[src/hw/rtl/assert_macros.svh]
// Concurrent assertion helpers, sampled on clk_i and held off while rst_ni is low.
`ifndef ASSERT_MACROS_SVH
`define ASSERT_MACROS_SVH

// Check a property on every rising clock edge.
`define RXD_ASSERT(lbl, prop, msg) \
  lbl: assert property (@(posedge clk_i) disable iff (!rst_ni) (prop)) else $error(msg);

// Check that an antecedent implies a consequent in the same cycle.
`define RXD_ASSERT_IMPL(lbl, ante, cons, msg) \
  lbl: assert property (@(posedge clk_i) disable iff (!rst_ni) (ante) |-> (cons)) \
    else $error(msg);

`endif

[src/hw/rtl/rxd_pkg.sv]
package rxd_pkg;

  // Ring size in bytes, a power of two; offsets wrap at this size
  localparam int unsigned RING_BYTES = 32768;
  localparam int unsigned OFS_W      = $clog2(RING_BYTES);
  localparam int unsigned SUM_W      = ((OFS_W > 16) ? OFS_W : 16) + 1;

  localparam int unsigned BYTE_W     = 8;
  localparam int unsigned LEN_W      = 16;
  localparam int unsigned MAX_LEN_W  = 11;
  localparam int unsigned NXO_W      = 15;
  localparam int unsigned PTR_W      = 16;

  localparam logic [MAX_LEN_W-1:0] MAX_LEN_RESET = MAX_LEN_W'(1536);
  localparam logic [LEN_W-1:0]     HDR_BYTES     = LEN_W'(4);
  localparam logic [PTR_W-1:0]     PTR_LAG       = PTR_W'(16);
  localparam int unsigned          STATUS_OK_BIT = 0;

  // Header byte being taken
  typedef enum logic [1:0] {
    HDR_STAT_LO = 2'd0,
    HDR_STAT_HI = 2'd1,
    HDR_LEN_LO  = 2'd2,
    HDR_LEN_HI  = 2'd3
  } hdr_e;

endpackage

[src/hw/rtl/rx_ring_frame_deframer.sv]
// The accepting edge loads the input register and a later advance loads the result register,
// so out_valid_o rises once the held byte moves on; that move waits while the result side
// stalls.
// Throughput: one byte per cycle unless the result side stalls; the per-byte header/payload
// step is a single compare-and-add pass between the two registers.
// Reset: header phase at ring offset 0, max_frame_length 1536, both registers empty.
`include "assert_macros.svh"

module rx_ring_frame_deframer (
  input  logic                          clk_i,
  input  logic                          rst_ni,
  input  logic                          cfg_we_i,
  input  logic [rxd_pkg::MAX_LEN_W-1:0] cfg_wdata_i,
  input  logic                          in_valid_i,
  output logic                          in_stall_o,
  input  logic [rxd_pkg::BYTE_W-1:0]    ring_byte_i,
  output logic                          out_valid_o,
  input  logic                          out_stall_i,
  output logic [rxd_pkg::BYTE_W-1:0]    payload_byte_o,
  output logic                          payload_valid_o,
  output logic                          frame_last_o,
  output logic                          frame_error_o,
  output logic [rxd_pkg::NXO_W-1:0]     next_offset_o,
  output logic [rxd_pkg::PTR_W-1:0]     read_pointer_o,
  output logic                          read_pointer_update_o
);
  import rxd_pkg::*;

  // Configuration
  logic [MAX_LEN_W-1:0] max_len_q;

  // Input register
  logic              in_vld_q;
  logic [BYTE_W-1:0] in_byte_q;

  // Parser state
  hdr_e              hc_q, hc_d;
  logic              in_payload_q, in_payload_d;
  logic [OFS_W-1:0]  frame_start_q, frame_start_d;
  logic [OFS_W-1:0]  ring_offset_q, ring_offset_d;
  logic [OFS_W-1:0]  next_start_q, next_start_d;
  logic [MAX_LEN_W-1:0] bytes_left_q, bytes_left_d;
  logic              status_ok_q, status_ok_d;
  logic [BYTE_W-1:0] len_lo_q, len_lo_d;

  // Result register
  logic              out_vld_q, out_vld_d;
  logic [BYTE_W-1:0] pbyte_q, pbyte_d;
  logic              pvalid_q, pvalid_d;
  logic              last_q, last_d;
  logic              err_q, err_d;
  logic [OFS_W-1:0]  nxo_q;
  logic [PTR_W-1:0]  rptr_q, rptr_d;
  logic              rupd_q, rupd_d;

  // Handshake: advance moves the held request through the parser into the
  // result register; the input register refills in the same cycle.
  logic advance;
  logic in_accept;

  assign advance    = in_vld_q && (!out_vld_q || !out_stall_i);
  assign in_stall_o = in_vld_q && !advance;
  assign in_accept  = in_valid_i && !in_stall_o;

  // Header checks, evaluated on the last header byte
  logic [LEN_W-1:0] hdr_len;
  logic             hdr_bad;
  logic             hdr_empty;
  logic [SUM_W-1:0] start_sum;
  logic [OFS_W-1:0] hdr_next_start;
  logic [OFS_W-1:0] hdr_next_ofs;
  logic             pay_last;

  assign hdr_len   = {in_byte_q, len_lo_q};
  assign hdr_bad   = (hdr_len < HDR_BYTES) || (hdr_len > LEN_W'(max_len_q)) || !status_ok_q;
  assign hdr_empty = (hdr_len == HDR_BYTES);
  // Next frame start: past header and CRC, rounded up to a 4-byte boundary
  assign start_sum = SUM_W'(frame_start_q) + SUM_W'(hdr_len) + SUM_W'(7);
  assign hdr_next_start = OFS_W'(start_sum) & ~OFS_W'(3);
  assign hdr_next_ofs   = frame_start_q + OFS_W'(hc_q) + OFS_W'(1);
  // Payload ends when the count drops to zero (or already sits there)
  assign pay_last  = (bytes_left_q <= MAX_LEN_W'(1));

  // Next parser state
  always_comb begin
    hc_d          = hc_q;
    in_payload_d  = in_payload_q;
    frame_start_d = frame_start_q;
    ring_offset_d = ring_offset_q;
    next_start_d  = next_start_q;
    bytes_left_d  = bytes_left_q;
    status_ok_d   = status_ok_q;
    len_lo_d      = len_lo_q;
    if (in_payload_q) begin
      if (bytes_left_q != '0) begin
        bytes_left_d = bytes_left_q - MAX_LEN_W'(1);
      end
      if (pay_last) begin
        frame_start_d = next_start_q;
        ring_offset_d = next_start_q;
        in_payload_d  = 1'b0;
        hc_d          = HDR_STAT_LO;
      end else begin
        ring_offset_d = ring_offset_q + OFS_W'(1);
      end
    end else begin
      unique case (hc_q)
        HDR_STAT_LO: begin
          status_ok_d   = in_byte_q[STATUS_OK_BIT];
          hc_d          = HDR_STAT_HI;
          ring_offset_d = hdr_next_ofs;
        end
        HDR_STAT_HI: begin
          hc_d          = HDR_LEN_LO;
          ring_offset_d = hdr_next_ofs;
        end
        HDR_LEN_LO: begin
          len_lo_d      = in_byte_q;
          hc_d          = HDR_LEN_HI;
          ring_offset_d = hdr_next_ofs;
        end
        HDR_LEN_HI: begin
          hc_d = HDR_STAT_LO;
          if (hdr_bad) begin
            // Restart the ring from offset 0
            frame_start_d = '0;
            ring_offset_d = '0;
          end else if (hdr_empty) begin
            frame_start_d = hdr_next_start;
            ring_offset_d = hdr_next_start;
          end else begin
            in_payload_d  = 1'b1;
            next_start_d  = hdr_next_start;
            bytes_left_d  = MAX_LEN_W'(hdr_len - HDR_BYTES);
            ring_offset_d = frame_start_q + OFS_W'(4);
          end
        end
        default: begin
          hc_d = HDR_STAT_LO;
        end
      endcase
    end
  end

  // Result fields
  always_comb begin
    pbyte_d  = '0;
    pvalid_d = 1'b0;
    last_d   = 1'b0;
    err_d    = 1'b0;
    rptr_d   = '0;
    rupd_d   = 1'b0;
    if (in_payload_q) begin
      pbyte_d  = in_byte_q;
      pvalid_d = 1'b1;
      if (pay_last) begin
        last_d = 1'b1;
        rptr_d = PTR_W'(next_start_q) - PTR_LAG;
        rupd_d = 1'b1;
      end
    end else if (hc_q == HDR_LEN_HI) begin
      if (hdr_bad) begin
        err_d  = 1'b1;
        rupd_d = 1'b1;
      end else if (hdr_empty) begin
        last_d = 1'b1;
        rptr_d = PTR_W'(hdr_next_start) - PTR_LAG;
        rupd_d = 1'b1;
      end
    end
  end

  // Hold the result until taken; drop valid once it leaves
  always_comb begin
    out_vld_d = out_vld_q;
    if (advance) begin
      out_vld_d = 1'b1;
    end else if (!out_stall_i) begin
      out_vld_d = 1'b0;
    end
  end

  // Control registers
  always_ff @(posedge clk_i or negedge rst_ni) begin
    if (!rst_ni) begin
      max_len_q     <= MAX_LEN_RESET;
      in_vld_q      <= 1'b0;
      out_vld_q     <= 1'b0;
      hc_q          <= HDR_STAT_LO;
      in_payload_q  <= 1'b0;
      frame_start_q <= '0;
      ring_offset_q <= '0;
      next_start_q  <= '0;
      bytes_left_q  <= '0;
      status_ok_q   <= 1'b0;
      len_lo_q      <= '0;
    end else begin
      if (cfg_we_i) begin
        max_len_q <= cfg_wdata_i;
      end
      if (in_accept) begin
        in_vld_q <= 1'b1;
      end else if (advance) begin
        in_vld_q <= 1'b0;
      end
      out_vld_q <= out_vld_d;
      if (advance) begin
        hc_q          <= hc_d;
        in_payload_q  <= in_payload_d;
        frame_start_q <= frame_start_d;
        ring_offset_q <= ring_offset_d;
        next_start_q  <= next_start_d;
        bytes_left_q  <= bytes_left_d;
        status_ok_q   <= status_ok_d;
        len_lo_q      <= len_lo_d;
      end
    end
  end

  // Payload registers
  always_ff @(posedge clk_i) begin
    if (in_accept) begin
      in_byte_q <= ring_byte_i;
    end
    if (advance) begin
      pbyte_q  <= pbyte_d;
      pvalid_q <= pvalid_d;
      last_q   <= last_d;
      err_q    <= err_d;
      nxo_q    <= ring_offset_d;
      rptr_q   <= rptr_d;
      rupd_q   <= rupd_d;
    end
  end

  assign out_valid_o           = out_vld_q;
  assign payload_byte_o        = pbyte_q;
  assign payload_valid_o       = pvalid_q;
  assign frame_last_o          = last_q;
  assign frame_error_o         = err_q;
  assign next_offset_o         = NXO_W'(nxo_q);
  assign read_pointer_o        = rptr_q;
  assign read_pointer_update_o = rupd_q;

  `RXD_ASSERT_IMPL(a_err_restart, out_vld_q && err_q,
    rupd_q && (rptr_q == '0) && (nxo_q == '0) && !pvalid_q && !last_q,
    "header error must restart at offset 0 with a zero pointer")
  `RXD_ASSERT_IMPL(a_last_updates_ptr, out_vld_q && last_q,
    rupd_q && (nxo_q[1:0] == 2'b00) && (rptr_q == PTR_W'(nxo_q) - PTR_LAG),
    "frame end must jump to an aligned start and report the lagged pointer")
  `RXD_ASSERT_IMPL(a_ptr_only_at_end, out_vld_q && rupd_q, last_q || err_q,
    "pointer update outside a frame end or error")
  `RXD_ASSERT(a_payload_count, !in_payload_q || (bytes_left_q != '0),
    "payload phase entered with nothing left to emit")

endmodule
[config.mk]
export PLATFORM = sky130hd
export DESIGN_NAME = rx_ring_frame_deframer
export DESIGN_NICKNAME = d
export VERILOG_FILES = /design/src/hw/rtl/rxd_pkg.sv /design/src/hw/rtl/rx_ring_frame_deframer.sv
export VERILOG_INCLUDE_DIRS = /design/src /design/src/hw/rtl
export SDC_FILE = /design/constraint.sdc
export NUM_CORES = 1
export LEC_CHECK = 0
export ABC_AREA = 0
export BUFFER_PORTS_ARGS = -buffer_cell sky130_fd_sc_hd__buf_2
export CAP_MARGIN = 20
export CORE_AREA = 5 5 148 150
export DETAILED_ROUTE_END_ITERATION = 10
export DIE_AREA = 0 0 153 155
export PLACE_DENSITY = 0.55
export REMOVE_ABC_BUFFERS = 1
export SYNTH_ARGS = -nofsm -noshare
export SYNTH_HDL_FRONTEND = slang
export SYNTH_SLANG_ARGS = --single-unit
[constraint.sdc]
create_clock -name clk_i -period 7.28 [get_ports clk_i]
set_clock_uncertainty 0.1 [all_clocks]
set_input_delay 0.364 -clock clk_i [delete_from_list [all_inputs] [get_ports clk_i]]
set_output_delay 0.364 -clock clk_i [all_outputs]
set_load 0.02 [all_outputs]
==> flow_summary.json, run 1 <==
{
  "num_rows": 53,
  "synth_top_area_share_pct": 23.6,
  "final_area_mm2": 0.00914,
  "slew_headroom_pct": 29.5,
  "cts_buffers": 17,
  "dr.pass1.iters": 5,
  "yosys.area.top_type": "dfrtp_1",
  "vias": 6204,
  "startpoint_type": "flip-flop",
  "dp_slack_ns": 3.75,
  "crit_chain": "ha_1 > ha_1 > and3b_1 > a2111oi_0 > nand3b_1 > a21oi_2 > nand4_1 > nand3b_1 > xnor2_1 > o22ai_1",
  "status": "finished clean",
  "ys_top_cells_by_count": "nand2_1, dfrtp_1, edfxtp_1, nor2_1, ha_1",
  "synthTopCellsByArea": "dfrtp_1, edfxtp_1, ha_1",
  "crit_required_ns": 7.34,
  "hp-start": "ring_byte_i[1]",
  "critPathBufInv": 0,
  "post_drt_via_cell_ratio": 5.35,
  "fillers": 2027,
  "place_hpwl_um": 14500,
  "die_w_um": 153,
  "placed_cells": 1120,
  "leakagePower_nw": 3.92,
  "cts_tree": "yes",
  "wl_per_cell_um": 17.8,
  "die_h_um": 155,
  "die_area_mm2": 0.0237,
  "cap_viol_max_count": 0,
  "ys.flop_type": "dfrtp_1",
  "ios": 69,
  "core_area_mm2": 0.0206,
  "cp-end-kind": "flip-flop",
  "fin_crit_ns": 3.56,
  "port_buffers": 66,
  "n_antenna_cell": 0,
  "whs_ns": 0.0112,
  "antenna_found_initial": 0,
  "cts-root-buf": "clkbuf_16",
  "r2r-end": "read_pointer_o[13]",
  "hold_viol_final": 0,
  "path_class": "reg -> reg",
  "yosysMostFrequentCell": "nand2_1",
  "start_util_pct": 38.7,
  "path_clk_slew_ns": 0.06,
  "max_freq_mhz": 281,
  "rsz0062_at_grt": "false",
  "cp_top_family": "simple AND/OR/NAND/NOR gates",
  "setup_violations": 0,
  "slowest_delay_ns": 0.51,
  "async_flop_share_pct": 61.1,
  "yosysSeqAreaShare_pct": 42.8,
  "grt_overflow": 0,
  "fin_cells": 1160,
  "htree_levels": 4,
  "peakVddDrop_mv": 0.235,
  "power_mw": 3.38,
  "synth_area_mm2": 0.00795,
  "drt-initial-drc-count": 598,
  "ys_seq_elements": 126,
  "synth_cell_type_count": 86,
  "ant_nets": 0,
  "nets": 943,
  "routed_wl_um": 20700,
  "path_max_fanout": 11,
  "post-route-util_pct": 44.5,
  "hp-class": "in -> reg",
  "post_cts_resized": 0,
  "cpMaxStageDelayCell": "dfrtp_1",
  "clk_path_buf_depth": 2,
  "drc": 0,
  "synth.avg_cell_area_um2": 9.81,
  "fin_setup_tns_ns": 0,
  "pwr_density_cell_mw_per_mm2": 370,
  "grt_usage_pct": 17.7,
  "ys.warnings.count": 0,
  "min_to": "in_byte_q[1]",
  "drive_above_1_share_pct": 17.1,
  "syn_inst": 811,
  "grt_pass1_wl_um": 33000,
  "placed_area_mm2": 0.00848,
  "insertion_delay_ns": 0.44,
  "report.final.slew_viol_count": 0,
  "syn_to_final_growth_pct": 14.9,
  "finalCritPeriodShare_pct": 49.0,
  "synth_edf_count": 49,
  "worstPathArrival_ns": 3.63,
  "reg2reg_from": "len_lo_q[6]",
  "gp_congestion": 0.878,
  "worst_pin_slew_ns": 1.05,
  "clock_sinks": 126,
  "worstRegToRegCells": 10,
  "grt_max_degree": 66,
  "grt_pass1_vias": 5800,
  "setup_slack_ns": 3.72,
  "rrSetupSlack_ns": 3.72,
  "hold_depth": 1
}
[routing by layer]
layer	part of all wire [%]	track usage (%)	up-vias
li1	-	-	3057
met1	49	25.9	2922
met2	44	26.3	200
met3	5.7	3.70	25
met4	1.7	5.52	0
met5	0	0	-
[layout make-up]
class,instances,area (um^2),share of cell area (%)
multi-input cells,609,4220,46.2
flip-flops and latches,126,3400,37.2
clock buffers,18,439,4.80
repair buffers,77,435,4.76
well taps,275,344,3.76
inverters,41,154,1.68
clock inverters,14,145,1.59
[report_power, final]
part	switching, mW	internal (mW)	leakage (nW)
registers	0.182	0.891	1.42
clock network	0.341	0.511	0.269
logic	0.880	0.580	2.23
total	1.40	1.98	3.92
[cell usage in the layout, fill, tap and decap left out, types with 9 or more instances in the layout]
cell type,count
clkbuf_16,17
xor2_1,23
inv_1,39
ha_1,46
o31ai_1,9
edfxtp_1,49
o21ai_0,35
o21ai_1,25
nand4_1,10
nor3_1,14
nand2_1,105
nor2_1,48
xnor2_1,36
nor2b_1,11
o22ai_1,11
nand3_1,30
mux2_2,19
buf_2,65
and2_1,14
a21oi_1,26
dfrtp_1,74
[worst max-delay path by stage]
stage                      from                 end  cells after the start  slack [ns]
floorplan           out_valid_o     bytes_left_q[9]                      6        4.24
global placement    len_lo_q[6]  read_pointer_o[14]                     10        3.78
detailed placement  len_lo_q[2]  read_pointer_o[13]                     12        3.75
CTS                 len_lo_q[6]  read_pointer_o[13]                     10        3.73
global route        len_lo_q[2]  read_pointer_o[13]                     12        3.43
finish              len_lo_q[6]  read_pointer_o[13]                     10        3.72
[flip-flops by register name, summed over array words and instances, names as in the netlist, 2 cells and up]
signal	count
max_len_q	11
frame_start_q	13
next_start_q	13
next_offset_o	15
read_pointer_o	14
bytes_left_q	11
payload_byte_o	8
in_byte_q	8
len_lo_q	8
hc_q	2
ring_offset_q	15
[kinds of logic after synthesis]
group                    count (synthesis)  share of synthesized area, %
adder cells (fa/ha/maj)                 47                          7.49
AO/OA/AOI/OAI                          180                          15.4
AND/OR/NAND/NOR                        285                          18.3
other                                    1                        0.0471
buffers and inverters                   77                          4.23
flip-flops                             126                          42.8
XOR/XNOR                                60                          6.84
multiplexers                            35                          4.94
[what timing repair did]
item                                   4_1_cts  5_1_grt
setup buffers                                0        0
hold buffers                                 8        0
endpoints found under the hold margin       22        0
No activity file was read; power rests on OpenSTA's default activity.
==> run 2, diff against run 1 <==
- clock period: 7.28 -> 3.74 ns (I/O delays scaled with it)
==> flow_summary.json, run 2 (synthesized netlist as in run 1, its figures left out) <==
{
  "status": "finished clean",
  "fin_setup_tns_ns": 0,
  "placed_area_mm2": 0.00863,
  "num_rows": 53,
  "core_area_mm2": 0.0206,
  "cp-end-kind": "flip-flop",
  "place_hpwl_um": 15000,
  "final_area_mm2": 0.00942,
  "grt_usage_pct": 17.9,
  "crit_required_ns": 3.81,
  "cts_tree": "yes",
  "cts_buffers": 17,
  "grt_overflow": 0,
  "drc": 0,
  "hold_viol_final": 0,
  "post-cts-setup-buffer-count": 0,
  "report.final.slew_viol_count": 0,
  "slowest_delay_ns": 0.49,
  "post_drt_via_cell_ratio": 5.31,
  "cts-root-buf": "clkbuf_16",
  "fin_crit_ns": 3.28,
  "htree_levels": 4,
  "finalCritPeriodShare_pct": 87.7,
  "nets": 977,
  "grt_max_degree": 52,
  "drive_above_1_share_pct": 18.4,
  "final_cell_mix": "nand2_1, dfrtp_1, buf_2",
  "slew_headroom_pct": 35.9,
  "syn_to_final_growth_pct": 18.4,
  "max_freq_mhz": 305,
  "startpoint_type": "flip-flop",
  "rsz0062_at_grt": "false",
  "grt_pass1_vias": 6141,
  "leakagePower_nw": 4.08,
  "pwr-share-clk_pct": 24.2,
  "crit_chain": "ha_1 > ha_1 > o211a_1 > o31a_1 > or3_1 > a21oi_2 > and4_1 > nand4_1 > xnor2_1 > o22ai_1",
  "path_class": "reg -> reg",
  "die_area_mm2": 0.0237,
  "layout_commonest_cell": "nand2_1",
  "antenna_found_initial": 0,
  "path_max_fanout": 10,
  "vias": 6334,
  "cpMaxStageDelayCell": "dfrtp_1",
  "ios": 69,
  "grt_pass1_wl_um": 33700,
  "routed_wl_um": 20800,
  "wl_per_cell_um": 17.4,
  "p_sw_mw": 2.70,
  "cp_common_cell": "ha_1",
  "port_buffers": 66,
  "clock_sinks": 126,
  "start_util_pct": 38.7,
  "die_w_um": 153,
  "clk_path_buf_depth": 2,
  "worstPathArrival_ns": 3.35,
  "internal-power_mw": 3.91,
  "insertion_delay_ns": 0.43,
  "worst_pin_slew_ns": 0.955,
  "combPwrFrac_pct": 44.3,
  "cap_viol_max_count": 0,
  "path_clk_slew_ns": 0.06,
  "n_antenna_cell": 0,
  "peakVddDrop_mv": 0.357,
  "dr.pass1.iters": 6,
  "ant_nets": 0,
  "hp-class": "in -> reg",
  "pwr_density_cell_mw_per_mm2": 702,
  "p_sw_share_pct": 40.9,
  "seq_power_share_pct": 31.5,
  "gp_congestion": 0.887,
  "drt-initial-drc-count": 516,
  "setup_violations": 0,
  "die_h_um": 155
}
==> run 2: layer usage <==
metal	share of wire [%]	vias up	GRT usage [%]	wire (um)
met1	50	3011	25.8	10400
met3	4.2	29	3.50	879
met5	0	-	0	0
li1	-	3129	-	-
met2	44	165	27.2	9130
met4	1.8	0	5.56	381
==> run 2: critical path, delay by kind of cell, from the launching register on <==
| kind | cells | cell delay (ns) |
|---|---|---|
| AOI/OAI and AO/OA | 4 | 0.73 |
| adders and majority gates | 2 | 0.72 |
| xor gates and xnor gates | 1 | 0.15 |
| DFF | 1 | 0.49 |
| and+or+nand+nor | 3 | 0.83 |
==> run 2: path summary, 6_finish.rpt <==
check	startpoint	end	depth (start not counted)	slack [ns]
setup / recovery	frame_start_q[4]	read_pointer_o[14]	10	0.46
hold / removal	cfg_we_i	max_len_q[9]	3	0.03
setup reg to reg	frame_start_q[4]	read_pointer_o[14]	10	0.46
hold reg to reg	in_vld_q	out_valid_o	1	0.41
max in group asynchronous	rst_ni	ring_offset_q[12]	3	2.42
min in group asynchronous	rst_ni	max_len_q[1]	2	0.24
==> run 2: per-stage QoR <==
stage | utilization (%) | instances | total power [mW] | worst slack [ns] | hold WS [ns]
after CTS | 45.8 | 1193 | 6.63 | 0.440 | 0.0144
after global routing | 45.8 | 1193 | 7.08 | 0.0892 | 0.0494
after floorplan | - | 776 | 4.12 | 0.703 | -0.209
after global placement | 42.0 | 1139 | 4.98 | 0.488 | 0.179
final | 45.8 | 1193 | 6.61 | 0.458 | 0.0272
after detailed placement | 42.0 | 1139 | 4.99 | 0.458 | 0.183
==> run 2: timing repair <==
item                                   CTS  global route
hold buffers                            23             0
endpoints found under the hold margin   69             0
gates resized for setup                  0             0
==> run 2: power by group through the flow <==
| stage | Clock [mW] | Combinational, mW | Sequential, mW |
|---|---|---|---|
| 6_report | 1.60 | 2.93 | 2.08 |
| 2_1_floorplan | 0 | 2.03 | 2.09 |
| 5_1_grt | 1.69 | 3.25 | 2.13 |
| 3_3_place_gp | 0 | 2.88 | 2.10 |
| 3_5_place_dp | 0 | 2.88 | 2.11 |
| 4_1_cts | 1.63 | 2.92 | 2.08 |
==> run 2: cell type report <==
| cell class | instances | area [um^2] |
|---|---|---|
| Fill cell | 2000 | 11100 |
| Multi-Input combinational cell | 609 | 4220 |
| Sequential cell | 126 | 3400 |
| Timing Repair Buffer | 111 | 741 |
| Clock buffer | 21 | 472 |
| Tap cell | 275 | 344 |
| Inverter | 41 | 154 |
| Clock inverter | 10 | 87.6 |
